File: src/rtl/tca_pkg.sv
package tca_pkg;

  localparam int unsigned COUNT_W      = 17;
  localparam logic [COUNT_W-1:0] COUNT_MAX = '1;
  localparam logic [COUNT_W-1:0] MIN_PACKET_LEN = 17'd13;
  localparam logic [COUNT_W-1:0] LENGTH_OFFSET  = 17'd7;
  localparam int unsigned PRI_BYTES    = 6;
  localparam int unsigned SEC_BYTES    = 5;
  localparam int unsigned APID_W       = 11;
  localparam int unsigned ACK_W        = 4;
  localparam int unsigned CFG_DATA_W   = 11;
  localparam int unsigned CFG_INDEX_W  = 1;
  localparam logic [15:0] CRC_INIT     = 16'hFFFF;
  localparam logic [15:0] CRC_POLY     = 16'h1021;
  localparam logic [3:0]  TC_PUS_REV   = 4'd2;

  localparam logic [CFG_INDEX_W-1:0] REG_ACCEPTED_APID = 1'd0;
  localparam logic [CFG_INDEX_W-1:0] REG_ACK_SELECT    = 1'd1;

  typedef enum logic [2:0] {
    VERDICT_OK          = 3'd0,
    VERDICT_TRUNCATED   = 3'd1,
    VERDICT_BAD_LENGTH  = 3'd2,
    VERDICT_BAD_CRC     = 3'd3,
    VERDICT_BAD_VERSION = 3'd4,
    VERDICT_BAD_TYPE    = 3'd5,
    VERDICT_NO_SEC_HDR  = 3'd6,
    VERDICT_BAD_APID    = 3'd7
  } verdict_t;

  // One finished packet, handed from the parser to the verdict stage.
  typedef struct packed {
    logic [COUNT_W-1:0]     byte_count;
    logic [8*PRI_BYTES-1:0] primary_header;
    logic [8*SEC_BYTES-1:0] secondary_header;
    logic                   crc_ok;
  } tca_record_t;

  // Result word: the first field sits in the highest bits.
  typedef struct packed {
    logic        ack_requested;
    logic [15:0] app_data_length;
    logic [3:0]  ack_bits;
    logic [15:0] src_ident;
    logic [7:0]  svc_subtype;
    logic [7:0]  svc_type;
    logic [31:0] req_ident;
    verdict_t    verdict;
  } tca_result_t;

  localparam int unsigned RESULT_W = $bits(tca_result_t);

  typedef struct packed {
    logic full;
    logic empty;
  } tca_queue_status_t;

  // CRC-16-CCITT, MSB first, one byte.
  function automatic logic [15:0] crc_feed(input logic [15:0] crc_in,
                                           input logic [7:0] data);
    logic [15:0] crc;
    crc = crc_in ^ {data, 8'h00};
    for (int i = 0; i < 8; i++) begin
      if (crc[15]) begin
        crc = {crc[14:0], 1'b0} ^ CRC_POLY;
      end else begin
        crc = {crc[14:0], 1'b0};
      end
    end
    return crc;
  endfunction

endpackage

File: src/rtl/tca_front.sv
module tca_front
  import tca_pkg::*;
(
  input  logic              clk,
  input  logic              rst,
  input  logic              in_valid,
  output logic              in_ready,
  input  logic [7:0]        packet_byte,
  input  logic              end_of_packet,
  input  tca_queue_status_t queue_status,
  output logic              push,
  output tca_record_t       push_record
);

  logic [COUNT_W-1:0]     byte_count;
  logic [8*PRI_BYTES-1:0] primary_header;
  logic [8*SEC_BYTES-1:0] secondary_header;
  logic [15:0]            crc_register;
  logic [15:0]            trailing_bytes;

  logic [COUNT_W-1:0]     byte_count_next;
  logic [8*PRI_BYTES-1:0] primary_header_next;
  logic [8*SEC_BYTES-1:0] secondary_header_next;
  logic [15:0]            crc_register_next;
  logic [15:0]            trailing_bytes_next;
  logic                   accept;

  assign in_ready = !queue_status.full;
  assign accept   = in_valid && in_ready;
  assign push     = accept && end_of_packet;

  always_comb begin
    primary_header_next   = primary_header;
    secondary_header_next = secondary_header;
    for (int i = 0; i < PRI_BYTES; i++) begin
      if (byte_count == COUNT_W'(i)) begin
        primary_header_next[8*(PRI_BYTES-1-i) +: 8] = packet_byte;
      end
    end
    for (int i = 0; i < SEC_BYTES; i++) begin
      if (byte_count == COUNT_W'(PRI_BYTES + i)) begin
        secondary_header_next[8*(SEC_BYTES-1-i) +: 8] = packet_byte;
      end
    end
    // The byte leaving the trailing window is the one that joins the CRC.
    if (byte_count >= COUNT_W'(2)) begin
      crc_register_next = crc_feed(crc_register, trailing_bytes[15:8]);
    end else begin
      crc_register_next = crc_register;
    end
    trailing_bytes_next = {trailing_bytes[7:0], packet_byte};
    byte_count_next = (byte_count != COUNT_MAX) ? byte_count + 1'b1 : byte_count;
  end

  assign push_record.byte_count       = byte_count_next;
  assign push_record.primary_header   = primary_header_next;
  assign push_record.secondary_header = secondary_header_next;
  assign push_record.crc_ok           = (crc_register_next == trailing_bytes_next);

  always_ff @(posedge clk) begin
    if (rst) begin
      byte_count       <= '0;
      primary_header   <= '0;
      secondary_header <= '0;
      crc_register     <= CRC_INIT;
      trailing_bytes   <= '0;
    end else if (accept) begin
      if (end_of_packet) begin
        byte_count       <= '0;
        primary_header   <= '0;
        secondary_header <= '0;
        crc_register     <= CRC_INIT;
        trailing_bytes   <= '0;
      end else begin
        byte_count       <= byte_count_next;
        primary_header   <= primary_header_next;
        secondary_header <= secondary_header_next;
        crc_register     <= crc_register_next;
        trailing_bytes   <= trailing_bytes_next;
      end
    end
  end

endmodule

File: config.mk
export PLATFORM = sky130hd
export DESIGN_NAME = tca_front
export DESIGN_NICKNAME = d
export VERILOG_FILES = /design/src/rtl/tca_pkg.sv /design/src/rtl/tca_front.sv
export SDC_FILE = /design/constraint.sdc
export NUM_CORES = 1
export LEC_CHECK = 0
export BUFFER_PORTS_ARGS = -buffer_cell sky130_fd_sc_hd__buf_4
export CORE_MARGIN = 2
export CORE_UTILIZATION = 50
export CTS_CLUSTER_SIZE = 24
export DETAILED_ROUTE_END_ITERATION = 10
export MAX_ROUTING_LAYER = met4
export PLACE_DENSITY = 0.72
export SYNTH_ARGS = -nofsm -noshare
export SYNTH_HDL_FRONTEND = slang
export SYNTH_SLANG_ARGS = --single-unit
File: constraint.sdc
create_clock -name clk -period 8.35 [get_ports clk]
set_input_delay 0.835 -clock clk [delete_from_list [all_inputs] [get_ports clk]]
set_output_delay 0.835 -clock clk [all_outputs]
set_load 0.02 [all_outputs]
==> Word level (Yosys, flattened, before mapping) <==
Cells that the tools add are included.
{ "classes": {"n_reduce_logical": 4, "n_lt_le_gt_ge": 1, "bitwise_logic": 9, "n_addsub": 1, "n_eq_ne": 12, "muxes": 33} }
{ "op_table": {"columns": ["operator", "n"], "rows": [
  ["16-bit 2-to-1 mux", 10],
  ["13-bit 2-to-1 mux", 8],
  ["8-bit 2-to-1 mux", 11],
  ["17-bit by 3-bit == test with 1-bit output (second input constant)", 4],
  ["17-bit by 4-bit == test with 1-bit output (second input constant)", 3],
  ["48-bit 2-to-1 mux", 1],
  ["40-bit 2-to-1 mux", 1],
  ["17-bit by 2-bit == test with 1-bit output (second input constant)", 2],
  ["17-bit 2-to-1 mux", 2],
  ["3-bit inverter", 8],
  ["17-bit by 1-bit adder with 17-bit output (second input constant)", 1],
  ["17-bit by 1-bit == test with 1-bit output (second input constant)", 1],
  ["17-bit by 2-bit >= comparator with 1-bit output (second input constant)", 1],
  ["17-bit logical NOT", 1],
  ["17-bit != test (second input constant)", 1],
  ["16-bit == test", 1],
  ["16-bit XOR", 1],
  ["1-bit logical AND", 2],
  ["1-bit logical NOT", 1]
]} }
{ "totals": {"register_bits": 137, "elab_cells": 65, "in_bits": 14, "output_inout_bits": 108} }

==> Logic depth before layout (Yosys ltp) <==
Gate-level depths: netlist (run 1).
{ "logic_depth": {"ltp_word": 26, "ltp_mapped": 10, "depth_no_buf": 9} }

==> Worst setup path before layout (run 1) <==
Ideal clock, no wire load.
{ "synth_path": {"path_kind": "register to output", "start": "register byte_count[0]", "end": "output push_record[0] (netlist bit)", "n_path_buf": 1, "setup_slack_ns": 4.902, "t_required_ns": 7.515, "t_arrival_ns": 2.613, "stages_incl_launch_ff": 11, "path_cell_list": "dfxtp_1 inv_1 ha_1 nor2b_2 or4_1 buf_2 or3_1 a21o_1 a221oi_2 nand4_1 nor3_2"} }
{ "synth_rtl": {"columns": ["item", "line", "source"], "rows": [
  ["start: declaration", "tca_front.sv:15", "logic [COUNT_W-1:0] byte_count;"],
  ["start signal: assignment", "tca_front.sv:75", "byte_count <= byte_count_next;"],
  ["end: declaration", "tca_front.sv:12", "output tca_record_t push_record"]
]} }

==> results.py, run 1 <==
metrics = {
    "run_status": {
        "status": "finished clean",
    },
    "placed_design": {
        "post-place-ws_ps": 4600,
        "dp.final_hpwl_mm": 13.2,
        "place_inst": 1054,
        "gp_congestion": 0.853,
        "io_buffers": 120,
    },
    "finish": {
        "n_antenna_cell": 0,
        "finalNonFillerCells": 1086,
        "drive_gt1_frac": 0.316,
        "area_delta_synth_final_pct": 20.6,
        "nets": 907,
        "final_util": 0.617,
    },
    "clocking": {
        "cts_setup_buffers": 0,
        "clk_latency_ps": 430,
        "cts_resized": 0,
        "clk_pin_slew_ps": 60,
        "cts_inserted_buffers": 17,
        "cts_hold_buf": 0,
        "cts_tree": "done",
        "cts_sinks": 137,
        "h-tree-depth": 4,
        "clockBufferDepth": 2,
        "clock-root-buffer": "clkbuf_16",
    },
    "detailed_routing": {
        "routedWlPerCell_um": 19.5,
        "ant_nets": 0,
        "first_pass_iters": 5,
        "drc": 0,
        "vias": 6397,
        "vias_per_cell": 5.89,
        "drtIter0Drc": 650,
        "drt_wl_total_mm": 21.2,
    },
    "grt": {
        "grt_pass1_wl_mm": 33.7,
        "gr-total-overflow": 0,
        "track_usage": 0.276,
        "grt_pass1_vias": 6164,
        "grt_max_degree": 63,
        "antenna_found_initial": 0,
    },
    "setup_path": {
        "cp-endpoint": "push_record[0]",
        "r2r_end": "primary_header[26]",
        "regToRegStartpoint": "byte_count[8]",
        "worstSetupPathType": "flip-flop to output pin",
        "path_max_fanout": 8,
        "startpoint": "byte_count[0]",
        "end_kind": "output pin",
        "worstPathRequired_ps": 7520,
        "r2r_cells": 7,
        "ff2ff_setup_slack_ps": 5410,
        "crit_arrival_ps": 3410,
        "critPathLaunchType": "flip-flop",
    },
    "die": {
        "io-pin-count": 122,
        "initial_utilization": 0.511,
        "die_y_um": 126,
        "die-area_mm2": 0.0159,
        "fp.dieW_um": 126,
        "design.core.area_mm2": 0.0145,
        "row_count": 44,
    },
    "timing": {
        "relSlewSlack": 0.201,
        "fin_tns_setup_ps": 0,
        "period_share": 0.508,
        "fmax_mhz": 236,
        "rsz0062_at_grt": "false",
        "finalWorstSetupSlack_ps": 4110,
        "drv_slew": 0,
        "worst-slew-pin-transition_ps": 1190,
        "fin_hold_ws_ps": 465,
        "hold_viol_final": 0,
        "setup_viol": 0,
        "min_period_ps": 4240,
        "fin_worst_skew_ps": 8.38,
    },
    "yosys": {
        "synth_fa_ha_area_frac": 0.00674,
        "synthArstFlopShare": 0,
        "synth_xor_area_frac": 0.0749,
        "synthCells": 808,
        "synthFlopType": "dfxtp_1",
        "synth_edf_count": 0,
        "synth_top_family_by_area": "simple AND/OR/NAND/NOR gates",
        "synth-simple-area-share": 0.196,
        "synthesis.area_mm2": 0.00743,
        "synth.mux.area_fraction": 0.137,
        "syn-num-nets": 826,
        "synth-seq-area-share": 0.369,
        "synth-seq-cells": 137,
        "synth-compound-area-share": 0.172,
        "yosysWarnings": 0,
        "ys_types": 62,
        "syn_avg_cell_area_um2": 9.20,
    },
    "power_and_ir_drop": {
        "p_leak_uw": 0.00362,
        "p_per_area_mw_per_mm2": 179,
        "peakVddDrop_v": 0.000139,
    },
    "hold_path": {
        "hp-start": "trailing_bytes[13]",
        "hp-class": "flip-flop to flip-flop",
    },
    "flow_run": {
        "drv_cap": 0,
    },
}
==> where the power goes <==
part	leakage (uW)	internal, uW	switching (uW)
Combinational	0.00220	32.1	79.2
Sequential	0.00110	657	3.34
Clock	0.000314	530	304
Total	0.00362	1220	386
==> per-stage QoR <==
stage | area (um2) | total power [uW]
after floorplan | 7430 | 745
after detailed placement | 8320 | 784
final | 8960 | 1610
after global placement | 8320 | 784
after global routing | 8960 | 1650
after CTS | 8960 | 1610
==> critical path, cell delays in order (launching register included) <==
cell	delay (ps)
dfxtp_1	430
inv_1	120
ha_1	250
nor2b_2	160
or4_1	580
or3_1	390
a21o_1	190
a221oi_2	290
nand4_1	150
nor3_2	230
buf_4	170
==> worst min-delay path by stage <==
stage,endpoint,depth (start not counted)
3_3_place_gp,trailing_bytes[1],2
4_1_cts,trailing_bytes[13],2
3_5_place_dp,trailing_bytes[13],2
2_1_floorplan,trailing_bytes[1],2
6_report,trailing_bytes[13],2
5_1_grt,trailing_bytes[1],2
==> layer usage <==
metal / vias up / track usage / share of wire
met1: 3090 / 0.367 / 0.45
met2: 217 / 0.427 / 0.47
met5: - / - / 0
met4: 0 / 0.0698 / 0.012
met3: 23 / 0.0654 / 0.069
li1: 3067 / - / -
==> synthesized netlist by cell type (5+ instances only) <==
library cell,count,area share
a21oi_1,36,0.024
a22oi_1,95,0.096
and3_1,5,0.0042
buf_1,9,0.0045
buf_2,8,0.0054
clkbuf_1,38,0.019
dfxtp_1,137,0.37
inv_1,11,0.0056
mux2_2,88,0.13
nand2_1,55,0.028
nand3_1,14,0.0094
nand3b_1,10,0.010
nor2_1,110,0.056
nor2b_1,8,0.0067
nor3_1,12,0.0081
nor3_4,5,0.011
nor4_2,5,0.0084
o211ai_1,15,0.015
o21ai_0,15,0.010
or3_1,5,0.0042
xnor2_1,38,0.045
xor2_1,15,0.018
==> flip-flops by register name (all words and copies together), names as in the netlist <==
register	flops
primary_header	48
secondary_header	40
byte_count	17
trailing_bytes	16
crc_register	16
==> cells by family after synthesis <==
family,Yosys count
DFF,137
AOI/OAI and AO/OA,183
muxes,90
buffers and inverters,75
adders and majority gates,4
xor gates and xnor gates,57
and+or+nand+nor,262
==> placed cells by master (no fill, tap or decap), types with 7 or more instances in the layout <==
master       n
a22oi_1     95
nand3b_1    10
nand3_1     14
o21ai_0     15
nand2_1     54
xnor2_1     38
a21oi_1     36
nor2_1     109
clkbuf_16   17
dfxtp_1    137
nor2b_1      7
buf_4      124
o211ai_1    15
nor3_1      12
xor2_1      15
inv_1       11
mux2_2      88
==> cell type report <==
cell class / instances / area, um2
Clock inverter: 15 / 224
Sequential cell: 137 / 2740
Clock buffer: 17 / 425
Tap cell: 184 / 230
Inverter: 13 / 48.8
Multi-Input combinational cell: 596 / 4360
Timing Repair Buffer: 124 / 931
Fill cell: 1304 / 5570
Note: power is estimated with default switching activity, not from simulation.
==> run 2: changes to the inputs <==
==> constraint.sdc (replaced) <==
create_clock -name clk -period 4.35 [get_ports clk]
set_input_delay 0.435 -clock clk [delete_from_list [all_inputs] [get_ports clk]]
set_output_delay 0.435 -clock clk [all_outputs]
set_load 0.02 [all_outputs]
==> run 2 against run 1 <==
Effect of this change: final cell count unchanged; flip-flop and latch count unchanged; combinational power increased by 95%; via count increased by 2.1%; sequential power increased by 92%; clock skew decreased by 2.3 ps; highest routed layer unchanged; setup slack got worse by 3600 ps; largest power group unchanged.
==> results.py, run 2 (synthesis gave the netlist of run 1 again) <==
metrics = {
    "power_and_ir_drop": {
        "p_sw_uw": 727,
        "p_per_area_mw_per_mm2": 337,
        "p_comb_frac": 0.072,
        "peakVddDrop_v": 0.000310,
        "p_leak_uw": 0.00361,
        "p_int_uw": 2280,
        "pwr-share-seq": 0.421,
        "clockPowerShare": 0.507,
        "power.total_uw": 3010,
        "power_switching_share": 0.241,
    },
    "clocking": {
        "clk_latency_ps": 430,
        "clockBufferDepth": 2,
        "cts_sinks": 137,
        "h-tree-depth": 4,
        "cts_resized": 0,
        "cts_inserted_buffers": 17,
        "cts_hold_buf": 0,
        "clock-root-buffer": "clkbuf_16",
        "cts_tree": "done",
        "clk_pin_slew_ps": 60,
        "cts_setup_buffers": 0,
    },
    "placed_design": {
        "dp.final_hpwl_mm": 13.5,
        "place_inst": 1054,
        "dpl-instance-area_mm2": 0.00832,
        "gp_congestion": 0.857,
        "io_buffers": 120,
        "post-place-ws_ps": 1030,
    },
    "timing": {
        "worst-slew-pin-transition_ps": 1150,
        "rsz0062_at_grt": "false",
        "finalWorstSetupSlack_ps": 540,
        "fin_tns_setup_ps": 0,
        "period_share": 0.876,
        "fin_worst_skew_ps": 6.04,
        "hold_viol_final": 0,
        "fmax_mhz": 262,
        "setup_viol": 0,
        "min_period_ps": 3810,
        "drv_slew": 0,
        "relSlewSlack": 0.231,
    },
    "detailed_routing": {
        "vias_per_cell": 6.01,
        "ant_nets": 0,
        "routedWlPerCell_um": 20.0,
        "drtIter0Drc": 635,
        "vias": 6531,
        "first_pass_iters": 5,
        "drc": 0,
        "drt_wl_total_mm": 21.7,
    },
    "hold_path": {
        "hp-class": "flip-flop to flip-flop",
        "hp-start": "trailing_bytes[13]",
        "hold_depth": 2,
        "min_to": "trailing_bytes[13]",
    },
    "setup_path": {
        "ff2ff_setup_slack_ps": 1430,
        "worstPathRequired_ps": 3910,
        "cp.buffers_inverters": 2,
        "worstSetupPathType": "flip-flop to output pin",
        "r2r_cells": 7,
        "path_max_fanout": 8,
        "cp_cell_sequence": "inv_1 > ha_1 > nor2b_2 > or4_1 > or3_1 > a21o_1 > a221oi_2 > nand4_1 > nor3_2 > buf_4",
        "crit_path_max_incr_delay_ps": 580,
        "r2r_end": "primary_header[26]",
        "end_kind": "output pin",
        "slowest_stage": "or4_1",
        "regToRegStartpoint": "byte_count[8]",
        "crit_family": "simple AND/OR/NAND/NOR gates",
        "crit_arrival_ps": 3380,
        "critPathLaunchType": "flip-flop",
    },
    "finish": {
        "finalNonFillerCells": 1086,
        "drive_gt1_frac": 0.316,
        "layout_commonest_cell": "dfxtp_1",
        "area_delta_synth_final_pct": 20.3,
        "multiInputGateArea_mm2": 0.00436,
        "largest-register": "primary_header",
        "n_antenna_cell": 0,
        "largest_reg_flops": 48,
        "mostFrequentLayoutCells": "dfxtp_1 (137), buf_4 (124), nor2_1 (109)",
        "largestRegisters": "primary_header: 48 flops, secondary_header: 40 flops, byte_count: 17 flops",
        "nets": 907,
        "fillCellCount": 1305,
        "ff_latch_area_mm2": 0.00274,
        "fin_area_mm2": 0.00894,
    },
    "grt": {
        "track_usage": 0.278,
        "grt_pass1_vias": 6247,
        "gr-total-overflow": 0,
        "antenna_found_initial": 0,
        "grt_max_degree": 67,
        "grt_pass1_wl_mm": 33.7,
    },
    "die": {
        "design.core.area_mm2": 0.0145,
        "die_y_um": 126,
        "row_count": 44,
        "die-area_mm2": 0.0159,
        "io-pin-count": 122,
        "initial_utilization": 0.511,
        "fp.dieW_um": 126,
    },
    "flow_run": {
        "drv_cap": 0,
    },
    "run_status": {
        "status": "finished clean",
    },
}
==> run 2: how the worst max path moves through the flow <==
stage	depth (start not counted)	slack, ps	startpoint	endpoint
2_1_floorplan	10	1300	byte_count[0]	push_record[0]
3_3_place_gp	10	1050	byte_count[0]	push_record[0]
3_5_place_dp	6	1030	byte_count[8]	push_record[80]
4_1_cts	6	580	byte_count[8]	push_record[80]
5_1_grt	10	430	byte_count[0]	push_record[0]
6_report	10	540	byte_count[0]	push_record[0]
==> run 2: power by group through the flow <==
stage               sequential [uW]  combinational [uW]  clock [uW]
floorplan                      1290                 137           0
global placement               1300                 210           0
detailed placement             1300                 210           0
CTS                            1270                 212        1530
global route                   1270                 227        1590
finish                         1270                 216        1530
==> run 2: through the flow <==
stage / hold slack [ps] / utilization
global placement: 451 / 0.572
CTS: 466 / 0.615
floorplan: 436 / -
finish: 464 / 0.615
detailed placement: 459 / 0.572
global route: 490 / 0.615
==> run 2: tightest hold or removal path, stage by stage (launching register included) <==
cell     delay [ps]
dfxtp_1         310
nand2_1          50
a21oi_1          50
==> run 2: area by class of cell <==
| class | count | area share |
|---|---|---|
| sequential | 137 | 0.307 |
| clock inverter | 11 | 0.0160 |
| timing repair buffer | 124 | 0.104 |
| clock buffer | 21 | 0.0538 |
| inverter | 13 | 0.00546 |
| multi-input combinational | 596 | 0.488 |
| tap | 184 | 0.0258 |
==> run 2: metal layers <==
metal	track usage	wire, um	up-vias
li1	-	-	3057
met1	0.352	9400	3183
met2	0.434	10300	242
met3	0.0684	1500	49
met4	0.0957	589	0
met5	-	0	-
